## src/design/tpsc_pkg.sv

```systemverilog
// ----------------------------------------------------------------------------
// tpsc_pkg: shared types and constants of the tiered position speed controller
// Operation and register codes, configuration bundle, tier decision and the
// percentage to PWM compare scaling.
// ----------------------------------------------------------------------------
package tpsc_pkg;

  localparam int POS_W     = 16;
  localparam int BAND_W    = 15;
  localparam int PCT_W     = 7;
  localparam int DUTY_W    = 9;
  localparam int CFG_IDX_W = 4;
  localparam int CFG_DAT_W = 15;

  localparam logic [BAND_W-1:0] STARTUP_RADIUS = BAND_W'(50);
  localparam logic [BAND_W-1:0] MID_LIMIT      = BAND_W'(30);
  localparam logic [PCT_W-1:0]  PCT_FULL       = PCT_W'(100);
  localparam logic [BAND_W-1:0] MAG_MAX        = {BAND_W{1'b1}};

  // 512/100 as 20972/4096, exact floor for every percentage below 100
  localparam int DUTY_RECIP_W = 15;
  localparam int DUTY_SHIFT   = 12;
  localparam logic [DUTY_RECIP_W-1:0] DUTY_RECIP = DUTY_RECIP_W'(20972);

  typedef enum logic [1:0] {
    OP_SET_MEAS = 2'd0,
    OP_SET_TGT  = 2'd1,
    OP_SET_BOTH = 2'd2
  } op_t;

  typedef enum logic [CFG_IDX_W-1:0] {
    REG_STOP_BAND     = 4'd0,
    REG_NEAR_BAND     = 4'd1,
    REG_FAR_BAND      = 4'd2,
    REG_NEAR_SPEED    = 4'd3,
    REG_STARTUP_SPEED = 4'd4,
    REG_MID_SPEED     = 4'd5,
    REG_CRUISE_SPEED  = 4'd6,
    REG_FAR_SPEED     = 4'd7
  } cfg_idx_t;

  typedef struct packed {
    logic [BAND_W-1:0] stop_band;
    logic [BAND_W-1:0] near_band;
    logic [BAND_W-1:0] far_band;
    logic [PCT_W-1:0]  near_speed;
    logic [PCT_W-1:0]  startup_speed;
    logic [PCT_W-1:0]  mid_speed;
    logic [PCT_W-1:0]  cruise_speed;
    logic [PCT_W-1:0]  far_speed;
  } cfg_regs_t;

  typedef struct packed {
    logic             stop;
    logic             reverse;
    logic [PCT_W-1:0] pct;
  } tier_dec_t;

  // saturating magnitude of a 16-bit two's complement value
  function automatic logic [BAND_W-1:0] mag16(input logic [POS_W-1:0] v);
    logic [POS_W-1:0] neg;
    neg = POS_W'(~v + POS_W'(1));
    if (v == {1'b1, {(POS_W-1){1'b0}}}) begin
      return MAG_MAX;
    end else if (v[POS_W-1]) begin
      return neg[BAND_W-1:0];
    end else begin
      return v[BAND_W-1:0];
    end
  endfunction

  // floor(512 * pct / 100) for pct below 100
  function automatic logic [DUTY_W-1:0] pct_to_duty(input logic [PCT_W-1:0] pct);
    logic [PCT_W+DUTY_RECIP_W-1:0] prod;
    logic [PCT_W+DUTY_RECIP_W-1:0] shifted;
    prod    = (PCT_W+DUTY_RECIP_W)'(pct) * (PCT_W+DUTY_RECIP_W)'(DUTY_RECIP);
    shifted = prod >> DUTY_SHIFT;
    return shifted[DUTY_W-1:0];
  endfunction

endpackage

```

## src/design/tpsc_tier.sv

```systemverilog
// ----------------------------------------------------------------------------
// tpsc_tier: position update and speed tier selection
// Applies the operation to the positions, forms the wrapping error, and picks
// the stop flag, direction and speed percentage.
// ----------------------------------------------------------------------------
module tpsc_tier
  import tpsc_pkg::*;
(
  input  logic [1:0]       op,
  input  logic [POS_W-1:0] pos,
  input  logic [POS_W-1:0] meas,
  input  logic [POS_W-1:0] tgt,
  input  logic [POS_W-1:0] rest,
  input  cfg_regs_t        cfg,
  output logic [POS_W-1:0] meas_nxt,
  output logic [POS_W-1:0] tgt_nxt,
  output tier_dec_t        dec
);

  logic [POS_W-1:0]  err;
  logic [BAND_W-1:0] abserr;
  logic [BAND_W-1:0] restdist;

  always_comb begin
    meas_nxt = meas;
    tgt_nxt  = tgt;
    case (op)
      OP_SET_MEAS: meas_nxt = pos;
      OP_SET_TGT:  tgt_nxt  = pos;
      default: begin
        // set both, also taken by the unused code
        meas_nxt = pos;
        tgt_nxt  = pos;
      end
    endcase
  end

  assign err      = POS_W'(tgt_nxt - meas_nxt);
  assign abserr   = mag16(err);
  assign restdist = mag16(POS_W'(meas_nxt - rest));

  always_comb begin
    dec.stop    = 1'b0;
    dec.reverse = err[POS_W-1];
    dec.pct     = '0;
    if (abserr < cfg.stop_band) begin
      dec.stop    = 1'b1;
      dec.reverse = 1'b0;
    end else if (abserr < cfg.near_band) begin
      dec.pct = cfg.near_speed;
    end else if (restdist < STARTUP_RADIUS) begin
      dec.pct = cfg.startup_speed;
    end else if (abserr < MID_LIMIT) begin
      dec.pct = cfg.mid_speed;
    end else if (abserr < cfg.far_band) begin
      dec.pct = cfg.cruise_speed;
    end else begin
      dec.pct = cfg.far_speed;
    end
  end

endmodule

```

## src/design/tiered_position_speed_controller.sv

```systemverilog
// ----------------------------------------------------------------------------
// tiered_position_speed_controller: one crane axis position to PWM controller
// Tracks measured and target position, chooses a speed tier and drives the
// forward and reverse H-bridge compare values.
// ----------------------------------------------------------------------------
//  channel | direction | handshake             | payload
//  in      | input     | in_valid / in_ready   | in_operation, in_position
//  out     | output    | out_valid / out_ready | out_forward_duty, out_reverse_duty
//  cfg     | input     | cfg_valid / cfg_ready | cfg_index, cfg_data
//
//  an item is held in the input register, then its result is loaded
//  into the output register: one item per cycle sustained unless the output
//  stalls; the position update and tier choice is one combinational pass
//  a stalled output holds both stages; in_ready drops only when both are full
//  cfg_ready is always high; synchronous active-low reset restores the
//  register defaults and clears positions and compare values
// ----------------------------------------------------------------------------
module tiered_position_speed_controller
  import tpsc_pkg::*;
(
  input  logic                 clk,
  input  logic                 rst_n,
  input  logic                 in_valid,
  output logic                 in_ready,
  input  logic [1:0]           in_operation,
  input  logic signed [POS_W-1:0] in_position,
  output logic                 out_valid,
  input  logic                 out_ready,
  output logic [DUTY_W-1:0]    out_forward_duty,
  output logic [DUTY_W-1:0]    out_reverse_duty,
  input  logic                 cfg_valid,
  output logic                 cfg_ready,
  input  logic [CFG_IDX_W-1:0] cfg_index,
  input  logic [CFG_DAT_W-1:0] cfg_data
);

  cfg_regs_t         cfg_r;
  logic              s1_valid_r;
  logic [1:0]        s1_op_r;
  logic [POS_W-1:0]  s1_pos_r;
  logic              out_valid_r;
  logic [DUTY_W-1:0] fwd_r, rev_r;
  logic [DUTY_W-1:0] fwd_nxt, rev_nxt;
  logic [POS_W-1:0]  meas_r, tgt_r, rest_r;
  logic [POS_W-1:0]  meas_nxt, tgt_nxt;
  tier_dec_t         dec;
  logic              adv;
  logic              in_acc;
  logic [DUTY_W-1:0] duty;

  assign cfg_ready = 1'b1;
  assign adv       = s1_valid_r && (!out_valid_r || out_ready);
  assign in_ready  = !s1_valid_r || adv;
  assign in_acc    = in_valid && in_ready;

  always_ff @(posedge clk) begin
    if (!rst_n) begin
      cfg_r.stop_band     <= BAND_W'(3);
      cfg_r.near_band     <= BAND_W'(10);
      cfg_r.far_band      <= BAND_W'(32767);
      cfg_r.near_speed    <= PCT_W'(10);
      cfg_r.startup_speed <= PCT_W'(20);
      cfg_r.mid_speed     <= PCT_W'(20);
      cfg_r.cruise_speed  <= PCT_W'(50);
      cfg_r.far_speed     <= PCT_W'(50);
    end else if (cfg_valid && cfg_ready) begin
      unique case (cfg_index)
        REG_STOP_BAND:     cfg_r.stop_band     <= cfg_data[BAND_W-1:0];
        REG_NEAR_BAND:     cfg_r.near_band     <= cfg_data[BAND_W-1:0];
        REG_FAR_BAND:      cfg_r.far_band      <= cfg_data[BAND_W-1:0];
        REG_NEAR_SPEED:    cfg_r.near_speed    <= cfg_data[PCT_W-1:0];
        REG_STARTUP_SPEED: cfg_r.startup_speed <= cfg_data[PCT_W-1:0];
        REG_MID_SPEED:     cfg_r.mid_speed     <= cfg_data[PCT_W-1:0];
        REG_CRUISE_SPEED:  cfg_r.cruise_speed  <= cfg_data[PCT_W-1:0];
        REG_FAR_SPEED:     cfg_r.far_speed     <= cfg_data[PCT_W-1:0];
        default: ;
      endcase
    end
  end

  // input register
  always_ff @(posedge clk) begin
    if (!rst_n) begin
      s1_valid_r <= 1'b0;
    end else if (in_ready) begin
      s1_valid_r <= in_valid;
    end
  end

  always_ff @(posedge clk) begin
    if (in_acc) begin
      s1_op_r  <= in_operation;
      s1_pos_r <= in_position;
    end
  end

  tpsc_tier u_tier (
    .op       (s1_op_r),
    .pos      (s1_pos_r),
    .meas     (meas_r),
    .tgt      (tgt_r),
    .rest     (rest_r),
    .cfg      (cfg_r),
    .meas_nxt (meas_nxt),
    .tgt_nxt  (tgt_nxt),
    .dec      (dec)
  );

  assign duty = pct_to_duty(dec.pct);

  always_comb begin
    fwd_nxt = fwd_r;
    rev_nxt = rev_r;
    if (dec.stop || dec.pct == '0) begin
      fwd_nxt = '0;
      rev_nxt = '0;
    end else if (dec.pct < PCT_FULL) begin
      // out-of-range percentage keeps the compare values
      fwd_nxt = dec.reverse ? '0 : duty;
      rev_nxt = dec.reverse ? duty : '0;
    end
  end

  // axis state and result register, the compare values double as the result
  always_ff @(posedge clk) begin
    if (!rst_n) begin
      meas_r      <= '0;
      tgt_r       <= '0;
      rest_r      <= '0;
      fwd_r       <= '0;
      rev_r       <= '0;
      out_valid_r <= 1'b0;
    end else begin
      if (adv) begin
        meas_r <= meas_nxt;
        tgt_r  <= tgt_nxt;
        fwd_r  <= fwd_nxt;
        rev_r  <= rev_nxt;
        if (dec.stop) begin
          rest_r <= meas_nxt;
        end
        out_valid_r <= 1'b1;
      end else if (out_ready) begin
        out_valid_r <= 1'b0;
      end
    end
  end

  assign out_valid        = out_valid_r;
  assign out_forward_duty = fwd_r;
  assign out_reverse_duty = rev_r;

  a_one_side: assert property (@(posedge clk) disable iff (!rst_n)
    out_valid |-> (out_forward_duty == '0 || out_reverse_duty == '0))
    else $error("both bridge sides driven");

  a_duty_range: assert property (@(posedge clk) disable iff (!rst_n)
    (fwd_r <= DUTY_W'(506)) && (rev_r <= DUTY_W'(506)))
    else $error("compare value beyond 99 percent");

  a_advance_out: assert property (@(posedge clk) disable iff (!rst_n)
    adv |=> out_valid)
    else $error("item advanced without a result");

  a_ready_free: assert property (@(posedge clk) disable iff (!rst_n)
    !out_valid_r |-> in_ready)
    else $error("input stalled with free output slot");

  a_stop_zero: assert property (@(posedge clk) disable iff (!rst_n)
    (adv && dec.stop) |=> (fwd_r == '0 && rev_r == '0 && rest_r == meas_r))
    else $error("stop tier left motor running");

endmodule
```

## config.mk

```make
export PLATFORM = sky130hd
export DESIGN_NAME = tiered_position_speed_controller
export DESIGN_NICKNAME = d
export VERILOG_FILES = /design/src/design/tpsc_pkg.sv /design/src/design/tpsc_tier.sv /design/src/design/tiered_position_speed_controller.sv
export SDC_FILE = /design/constraint.sdc
export NUM_CORES = 1
export LEC_CHECK = 0
export BUFFER_PORTS_ARGS = -buffer_cell sky130_fd_sc_hd__buf_2
export CAP_MARGIN = 25
export CORE_MARGIN = 3
export CORE_UTILIZATION = 25
export DETAILED_ROUTE_END_ITERATION = 12
export PLACE_DENSITY = 0.49
export SLEW_MARGIN = 20
export SYNTH_ARGS = -nofsm -noshare
export SYNTH_HDL_FRONTEND = slang
export SYNTH_SLANG_ARGS = --single-unit
```

## constraint.sdc

```tcl
create_clock -name clk -period 15 [get_ports clk]
set_clock_uncertainty 0.1 [all_clocks]
set_input_delay 3.75 -clock clk [delete_from_list [all_inputs] [get_ports clk]]
set_output_delay 3.75 -clock clk [all_outputs]
set_load 0.05 [all_outputs]
```

Yosys cells after proc, flatten, opt, wreduce, memory -nomap -nowiden
Index checks and enable logic that the tools add are counted.

Output and inout bits: 21. Input port bits: 42. Register bits after elaboration: 166. Word-level logic and storage cells: 82.

Order comparisons: 6. Mux-type cells: 20. Eq/ne operators: 10. Add/subtract/negate cells: 4. Multipliers: 1. Reductions and logical operators: 22. Bitwise gates (word level): 2.

Operators with widths (count): two-way mux 15 bit (4); two-way mux 9 bit (6); < comparator 15 bit (3); two-way mux 7 bit (5); == test 16 bit, second input constant (2); two-way mux 16 bit (2); subtractor 16 bit (2); adder 15 x 1 -> 15 bit, second input constant (2); inverter 15 bit (2); AND reduction 2 bit (10); multiplier 7 x 13 -> 19 bit, second input constant (1); == test 4 x 3 -> 1 bit, second input constant (4); < comparator 15 x 5 -> 1 bit, second input constant (1); < comparator 15 x 6 -> 1 bit, second input constant (1); == test 4 x 2 -> 1 bit, second input constant (2); zero test 7 bit (1); < comparator 7 bit, second input constant (1); == test 4 x 1 -> 1 bit, second input constant (1); zero test 4 bit (1); nonzero test 2 bit (2); logical OR 1 bit (3); == test 2 x 1 -> 1 bit, second input constant (1); logical AND 1 bit (2); zero test 1 bit (2); 3 further kinds (4).

Depth between registers and ports, before layout
Depth in word-level cells: 17. Mapped depth: 49. Mapped depth without buffers: 45.

Modules after synthesis
From an unflattened synthesis, not the netlist that was laid out.

Cell total of the unflattened synthesis: 1583. Area total of the unflattened synthesis: 12933.7 um^2.

By module, submodules not included: tiered_position_speed_controller (cells each 794, seq. area each 3503.4 um^2, area each 7518.5 um^2, times used 1); tpsc_tier (cells each 789, seq. area each 0.0 um^2, area each 5415.2 um^2, times used 1).

Worst setup path before layout
Ideal clock, no wire load.

Path kind: register to register. Start: register s1_op_r[1]. End: register fwd_r[5] (netlist: out_forward_duty[5]). Arrival time: 10.786 ns. Clock period less this slack: 11.003 ns. Required time: 14.783 ns. Buffers on the path: 5. Setup slack: 3.997 ns. Cell stages (with the launch flop): 44. Library setup time: 0.117 ns. Cells stage by stage: edfxtp_1 > buf_6 > nand2b_1 > buf_2 > buf_1 > mux2i_1 > ha_1 > clkbuf_1 > and3_1 > nand3_1 > nor3_2 > or4_1 > a22oi_2 > and3_1 > buf_4 > nand4_4 > nand2_1 > ha_1 > [8 not listed] > mux2i_1 > a211o_1 > or2_2 > nand2b_1 > ha_1 > inv_1 > ha_1 > fa_1 > fa_1 > fa_1 > ha_1 > and3_1 > and3_1 > a32o_1 > nor2_1 > a211oi_1 > or3_1 > a32o_1.

Longest elaborated chain between the ends: 17. Elaborated cells between the ends (all ways): 36. Classes of those cells: 4 x add/sub; 1 x mul; 6 x order compare; 3 x eq/ne; 15 x mux; 2 x bitwise; 5 x reduce/logical.

RTL lines: from (decl) (line tiered_position_speed_controller.sv:39) `logic [1:0] s1_op_r;`; from (signal assigned) (line tiered_position_speed_controller.sv:92) `s1_op_r <= in_operation;`; == test 2 x 1 -> 1 bit or zero test 2 bit (tied branches) (line tpsc_tier.sv:27) `case (op)`; two-way mux 16 bit (line tpsc_tier.sv:27); subtractor 16 bit (line tpsc_tier.sv:38) `assign err = POS_W'(tgt_nxt - meas_nxt);`; inverter 15 bit (line tpsc_pkg.sv:62) `neg = POS_W'(~v + POS_W'(1));`; adder 15 x 1 -> 15 bit (line tpsc_pkg.sv:62); two-way mux 15 bit (line tpsc_pkg.sv:65) `end else if (v[POS_W-1]) begin`; two-way mux 15 bit (line tpsc_pkg.sv:63) `if (v == {1'b1, {(POS_W-1){1'b0}}}) begin`; < comparator 15 bit (line tpsc_tier.sv:55) `end else if (abserr < cfg.far_band) begin`; two-way mux 7 bit (line tpsc_tier.sv:55); two-way mux 7 bit (line tpsc_tier.sv:53) `end else if (abserr < MID_LIMIT) begin`; two-way mux 7 bit (line tpsc_tier.sv:51) `end else if (restdist < STARTUP_RADIUS) begin`; two-way mux 7 bit (line tpsc_tier.sv:49) `end else if (abserr < cfg.near_band) begin`; two-way mux 7 bit (line tpsc_tier.sv:46) `if (abserr < cfg.stop_band) begin`; multiplier 7 x 13 -> 19 bit or zero test 7 bit (tied branches) (line tpsc_pkg.sv:76, tiered_position_speed_controller.sv:114); two-way mux 9 bit or logical OR 1 bit (tied branches) (line tiered_position_speed_controller.sv:119, tiered_position_speed_controller.sv:114); two-way mux 9 bit or nonzero test 2 bit (tied branches); two-way mux 9 bit or AND reduction 2 bit (tied branches); to (signal assigned) (line tiered_position_speed_controller.sv:137) `fwd_r <= fwd_nxt;`; to (decl) (line tiered_position_speed_controller.sv:42) `logic [DUTY_W-1:0] fwd_r, rev_r;`.

Parallel ways exist; a longest one is shown, timed or not. The select of a mux whose other input is x is not followed. A chain may end at the register's enable or synchronous reset.

Worst setup path in the final report
Start: register s1_op_r[0]. End: register rev_r[5] (netlist: out_reverse_duty[5]).

Longest elaborated chain between the ends: 17. Elaborated cells between the ends (all ways): 36. Classes of those cells: 4 x add/sub; 1 x mul; 6 x order compare; 3 x eq/ne; 15 x mux; 2 x bitwise; 5 x reduce/logical.

RTL lines: == test 2 x 1 -> 1 bit or zero test 2 bit (tied branches) (line tpsc_tier.sv:27); two-way mux 16 bit (line tpsc_tier.sv:27); subtractor 16 bit (line tpsc_tier.sv:38); inverter 15 bit (line tpsc_pkg.sv:62); adder 15 x 1 -> 15 bit (line tpsc_pkg.sv:62); two-way mux 15 bit (line tpsc_pkg.sv:65); two-way mux 15 bit (line tpsc_pkg.sv:63); < comparator 15 bit (line tpsc_tier.sv:55); two-way mux 7 bit (line tpsc_tier.sv:55); two-way mux 7 bit (line tpsc_tier.sv:53); two-way mux 7 bit (line tpsc_tier.sv:51); two-way mux 7 bit (line tpsc_tier.sv:49); two-way mux 7 bit (line tpsc_tier.sv:46); multiplier 7 x 13 -> 19 bit or zero test 7 bit (tied branches) (line tpsc_pkg.sv:76, tiered_position_speed_controller.sv:114); two-way mux 9 bit or logical OR 1 bit (tied branches) (line tiered_position_speed_controller.sv:120, tiered_position_speed_controller.sv:114); two-way mux 9 bit or nonzero test 2 bit (tied branches); two-way mux 9 bit or AND reduction 2 bit (tied branches); to (signal assigned) (line tiered_position_speed_controller.sv:138) `rev_r <= rev_nxt;`; to (decl) (line tiered_position_speed_controller.sv:42).

Parallel ways exist; a longest one is shown, timed or not. The select of a mux whose other input is x is not followed.

==> flow_summary_export.csv <==
group,metric,value,unit
outcome,status,"finished clean",
grt,grt_pass1_wl,57810,um
sta,hold_viol,0,
power_and_ir_drop,comb_power_share,68.4,%
setup_path,r2r_cells,39,
sta,tns,0,ns
run,max_cap_viol_count,0,
setup_path,crit_type,"reg -> reg",
layout,synthToLayoutAreaGrowth,11.88,%
routing,viasPerCell,4.916,
layout,diodes,0,
routing,drc_errors,0,
setup_path,crit_path_start_kind,"flop",
routing,routed_wl,35770,um
sta,fin_crit,12.65,ns
sta,setup_violations,0,
sta,finalCritPeriodShare,84.31,%
hold_path,hold_class,"reg -> reg",
routing,wl_per_cell,16.19,um
clock_tree,cts.root.buffer_cell,"clkbuf_16",
yosys,ys_seq_elements,166,
power_and_ir_drop,netSwitchingFraction,47.48,%
floorplan,start_util,25.59,%
grt,grt_antenna_before_repair,0,
power_and_ir_drop,clkPwrFrac,15.5,%
grt,overflow,0,
power_and_ir_drop,p_seq_share,16.1,%
yosys,postSynth.asyncResetShare,0,%
floorplan,dieWidth,233.8,um
clock_tree,clock_sinks,166,
setup_path,crit_path_end_kind,"flop",
routing,drt_first_pass_iters,5,
layout,drive_above_1_share,11.26,%
layout,utilization,28.63,%
sta,fin_ws,2.354,ns
clock_tree,cts.hold.buffers_added,0,
floorplan,rows,82,
floorplan,die_area,0.05465,mm2
sta,tightestPinTransition,0.9566,ns
routing,antenna_left,0,
sta,slew_headroom,35.70,%
floorplan,ios,63,
placement,place_inst,2177,
sta,slew_violations,0,
layout,final_area,0.01451,mm2
routing,vias,10860,
yosys,ys_types,107,
power_and_ir_drop,internal_power,0.001634,W
setup_path,required,15.23,ns
clock_tree,cts_tree,"yes",
yosys,synth.avg_cell_area,8.572,um2
clock_tree,clk_pin_slew_worst_paths,0.06,ns
grt,track_usage,13.25,%
routing,drt-initial-drc-count,613,
clock_tree,cts_setup_buffers,0,
power_and_ir_drop,power_density,214.4,mW/mm2
floorplan,die_y,233.8,um
placement,dp_slack,2.435,ns
layout,nets,1703,
layout,fin_cells,2209,
hold_path,whs_path_depth,2,
placement,dpl-instance-area,0.01387,mm2
setup_path,slowest_stage,"nor4_2",
clock_tree,clk_latency,0.45,ns
placement,place_congestion,0.8643,
clock_tree,cts-resized-gates,0,
yosys,synth_nets,1692,
yosys,synth_ff_type,"dfxtp_1",
placement,numPortBuffers,61,
power_and_ir_drop,power_leakage,6.286,nW
yosys,synth-edff-count,18,
sta,timing.fmax,79.08,MHz
setup_path,arrival,12.88,ns
yosys,ys_seq_area_share,27.01,%
clock_tree,clock_path_buffers,2,
yosys,ys_warn_count,0,
clock_tree,htree_levels,4,
grt,grt_max_degree,85,
yosys,postSynthCellCount,1513,
setup_path,critPathMaxFanout,17,
clock_tree,cts_buffers,17,
yosys,syn_area,0.01297,mm2
floorplan,coreArea,0.05068,mm2
grt,grt_pass1_vias,10460,
power_and_ir_drop,ir_drop,0.2196,mV
power_and_ir_drop,p_switching,0.001477,W
setup_path,critPathMaxStageDelay,0.89,ns
sta,rsz0062_at_grt,"false",
layout,nFillCells,5443,
placement,hpwl,27710,um
[cell type report]
cell class	instances	area, um2	area share [%]
clock buffer	21	491.7	3.389
clock inverter	11	151.4	1.043
inverter	119	446.7	3.078
multi-input combinational	1149	8666	59.72
sequential	166	3503	24.14
tap	672	840.8	5.795
timing repair buffer	71	410.4	2.828
[final timing paths]
path	start	to	slack, ns
setup / recovery	s1_op_r[0]$_DFFE_PP_	out_reverse_duty[5]$_SDFFE_PN0P_	2.35
hold / removal	tgt_r[6]$_SDFFE_PN0P_	tgt_r[6]$_SDFFE_PN0P_	0.36
setup reg to reg	s1_op_r[0]$_DFFE_PP_	out_reverse_duty[5]$_SDFFE_PN0P_	2.35
hold reg to reg	tgt_r[6]$_SDFFE_PN0P_	tgt_r[6]$_SDFFE_PN0P_	0.36
[state kept, by name (all words and copies together) (netlist names), 2 cells and up, named ones only]
| name | cells |
|---|---|
| cfg_r | 80 |
| meas_r | 16 |
| rest_r | 16 |
| s1_pos_r | 16 |
| tgt_r | 15 |
| out_forward_duty | 9 |
| out_reverse_duty | 9 |
| s1_op_r | 2 |
[kinds of logic after synthesis]
family | count (synthesis) | share of synthesized area [%]
AOI/OAI and AO/OA | 390 | 23.36
DFF | 166 | 27.01
other | 1 | 0.02891
adders and majority gates | 137 | 14.14
xor gates and xnor gates | 36 | 2.576
buffers and inverters | 198 | 6.232
and+or+nand+nor | 505 | 20.34
muxes | 80 | 6.309
[power groups by stage]
stage	logic, W	clock network [W]	registers, W
final	0.00213	0.000481	0.000501
after global routing	0.00246	0.000512	0.000504
after CTS	0.00216	0.000496	0.000501
after detailed placement	0.00213	0	0.000511
after global placement	0.00212	0	0.000510
after floorplan	0.00163	0	0.000551
[per-layer routing]
metal	GRT usage [%]	share of wire, %	vias up
met3	1.931	2.3	30
met1	17.62	48	5194
li1	-	-	5499
met4	3.290	1.3	0
met5	0	0	-
met2	22.56	48	137
[metrics by stage]
stage	total power (W)	hold slack [ns]
CTS	0.003152	0.3662
global route	0.003479	0.3903
global placement	0.002632	0.3480
floorplan	0.002179	0.3324
finish	0.003111	0.3637
detailed placement	0.002642	0.3572
[cells in the mapped netlist, types with 33 or more instances]
cell type	instances	area, um2
clkbuf_1	57	214.0
inv_1	117	439.2
nor2_1	65	244.0
nor2b_1	40	250.2
nand2_1	213	799.5
dfxtp_1	148	2963
o21ai_0	42	210.2
mux2i_1	66	660.6
a21boi_0	47	352.8
o211ai_1	33	247.7
a21oi_1	51	255.2
o211a_1	37	370.4
ha_1	121	1514
[cell usage in the layout, fill, tap and decap left out, types with 19 or more instances in the layout]
cell / netlist / layout
mux2i_1: 66 / 66
nor2_1: 65 / 63
nand2_1: 213 / 213
nand3_1: 24 / 24
a21boi_0: 47 / 47
nor2b_1: 40 / 39
o21ai_0: 42 / 42
a21oi_1: 51 / 51
buf_2: 7 / 60
inv_1: 117 / 117
ha_1: 121 / 121
dfxtp_1: 148 / 148
a21o_1: 30 / 30
xnor2_1: 25 / 25
o211ai_1: 33 / 33
nor3_1: 23 / 23
o211a_1: 37 / 37
a211oi_1: 19 / 19
[worst max-delay path, delay by kind of cell (launching register included)]
kind,cells,cell delay (ns)
compound gates,13,3.20
flops,1,0.62
mux,2,0.51
fa+ha+maj,9,3.24
xor+xnor,1,0.27
buf+inv,2,0.13
simple gates,12,4.44
No activity file was read; power rests on OpenSTA's default activity.
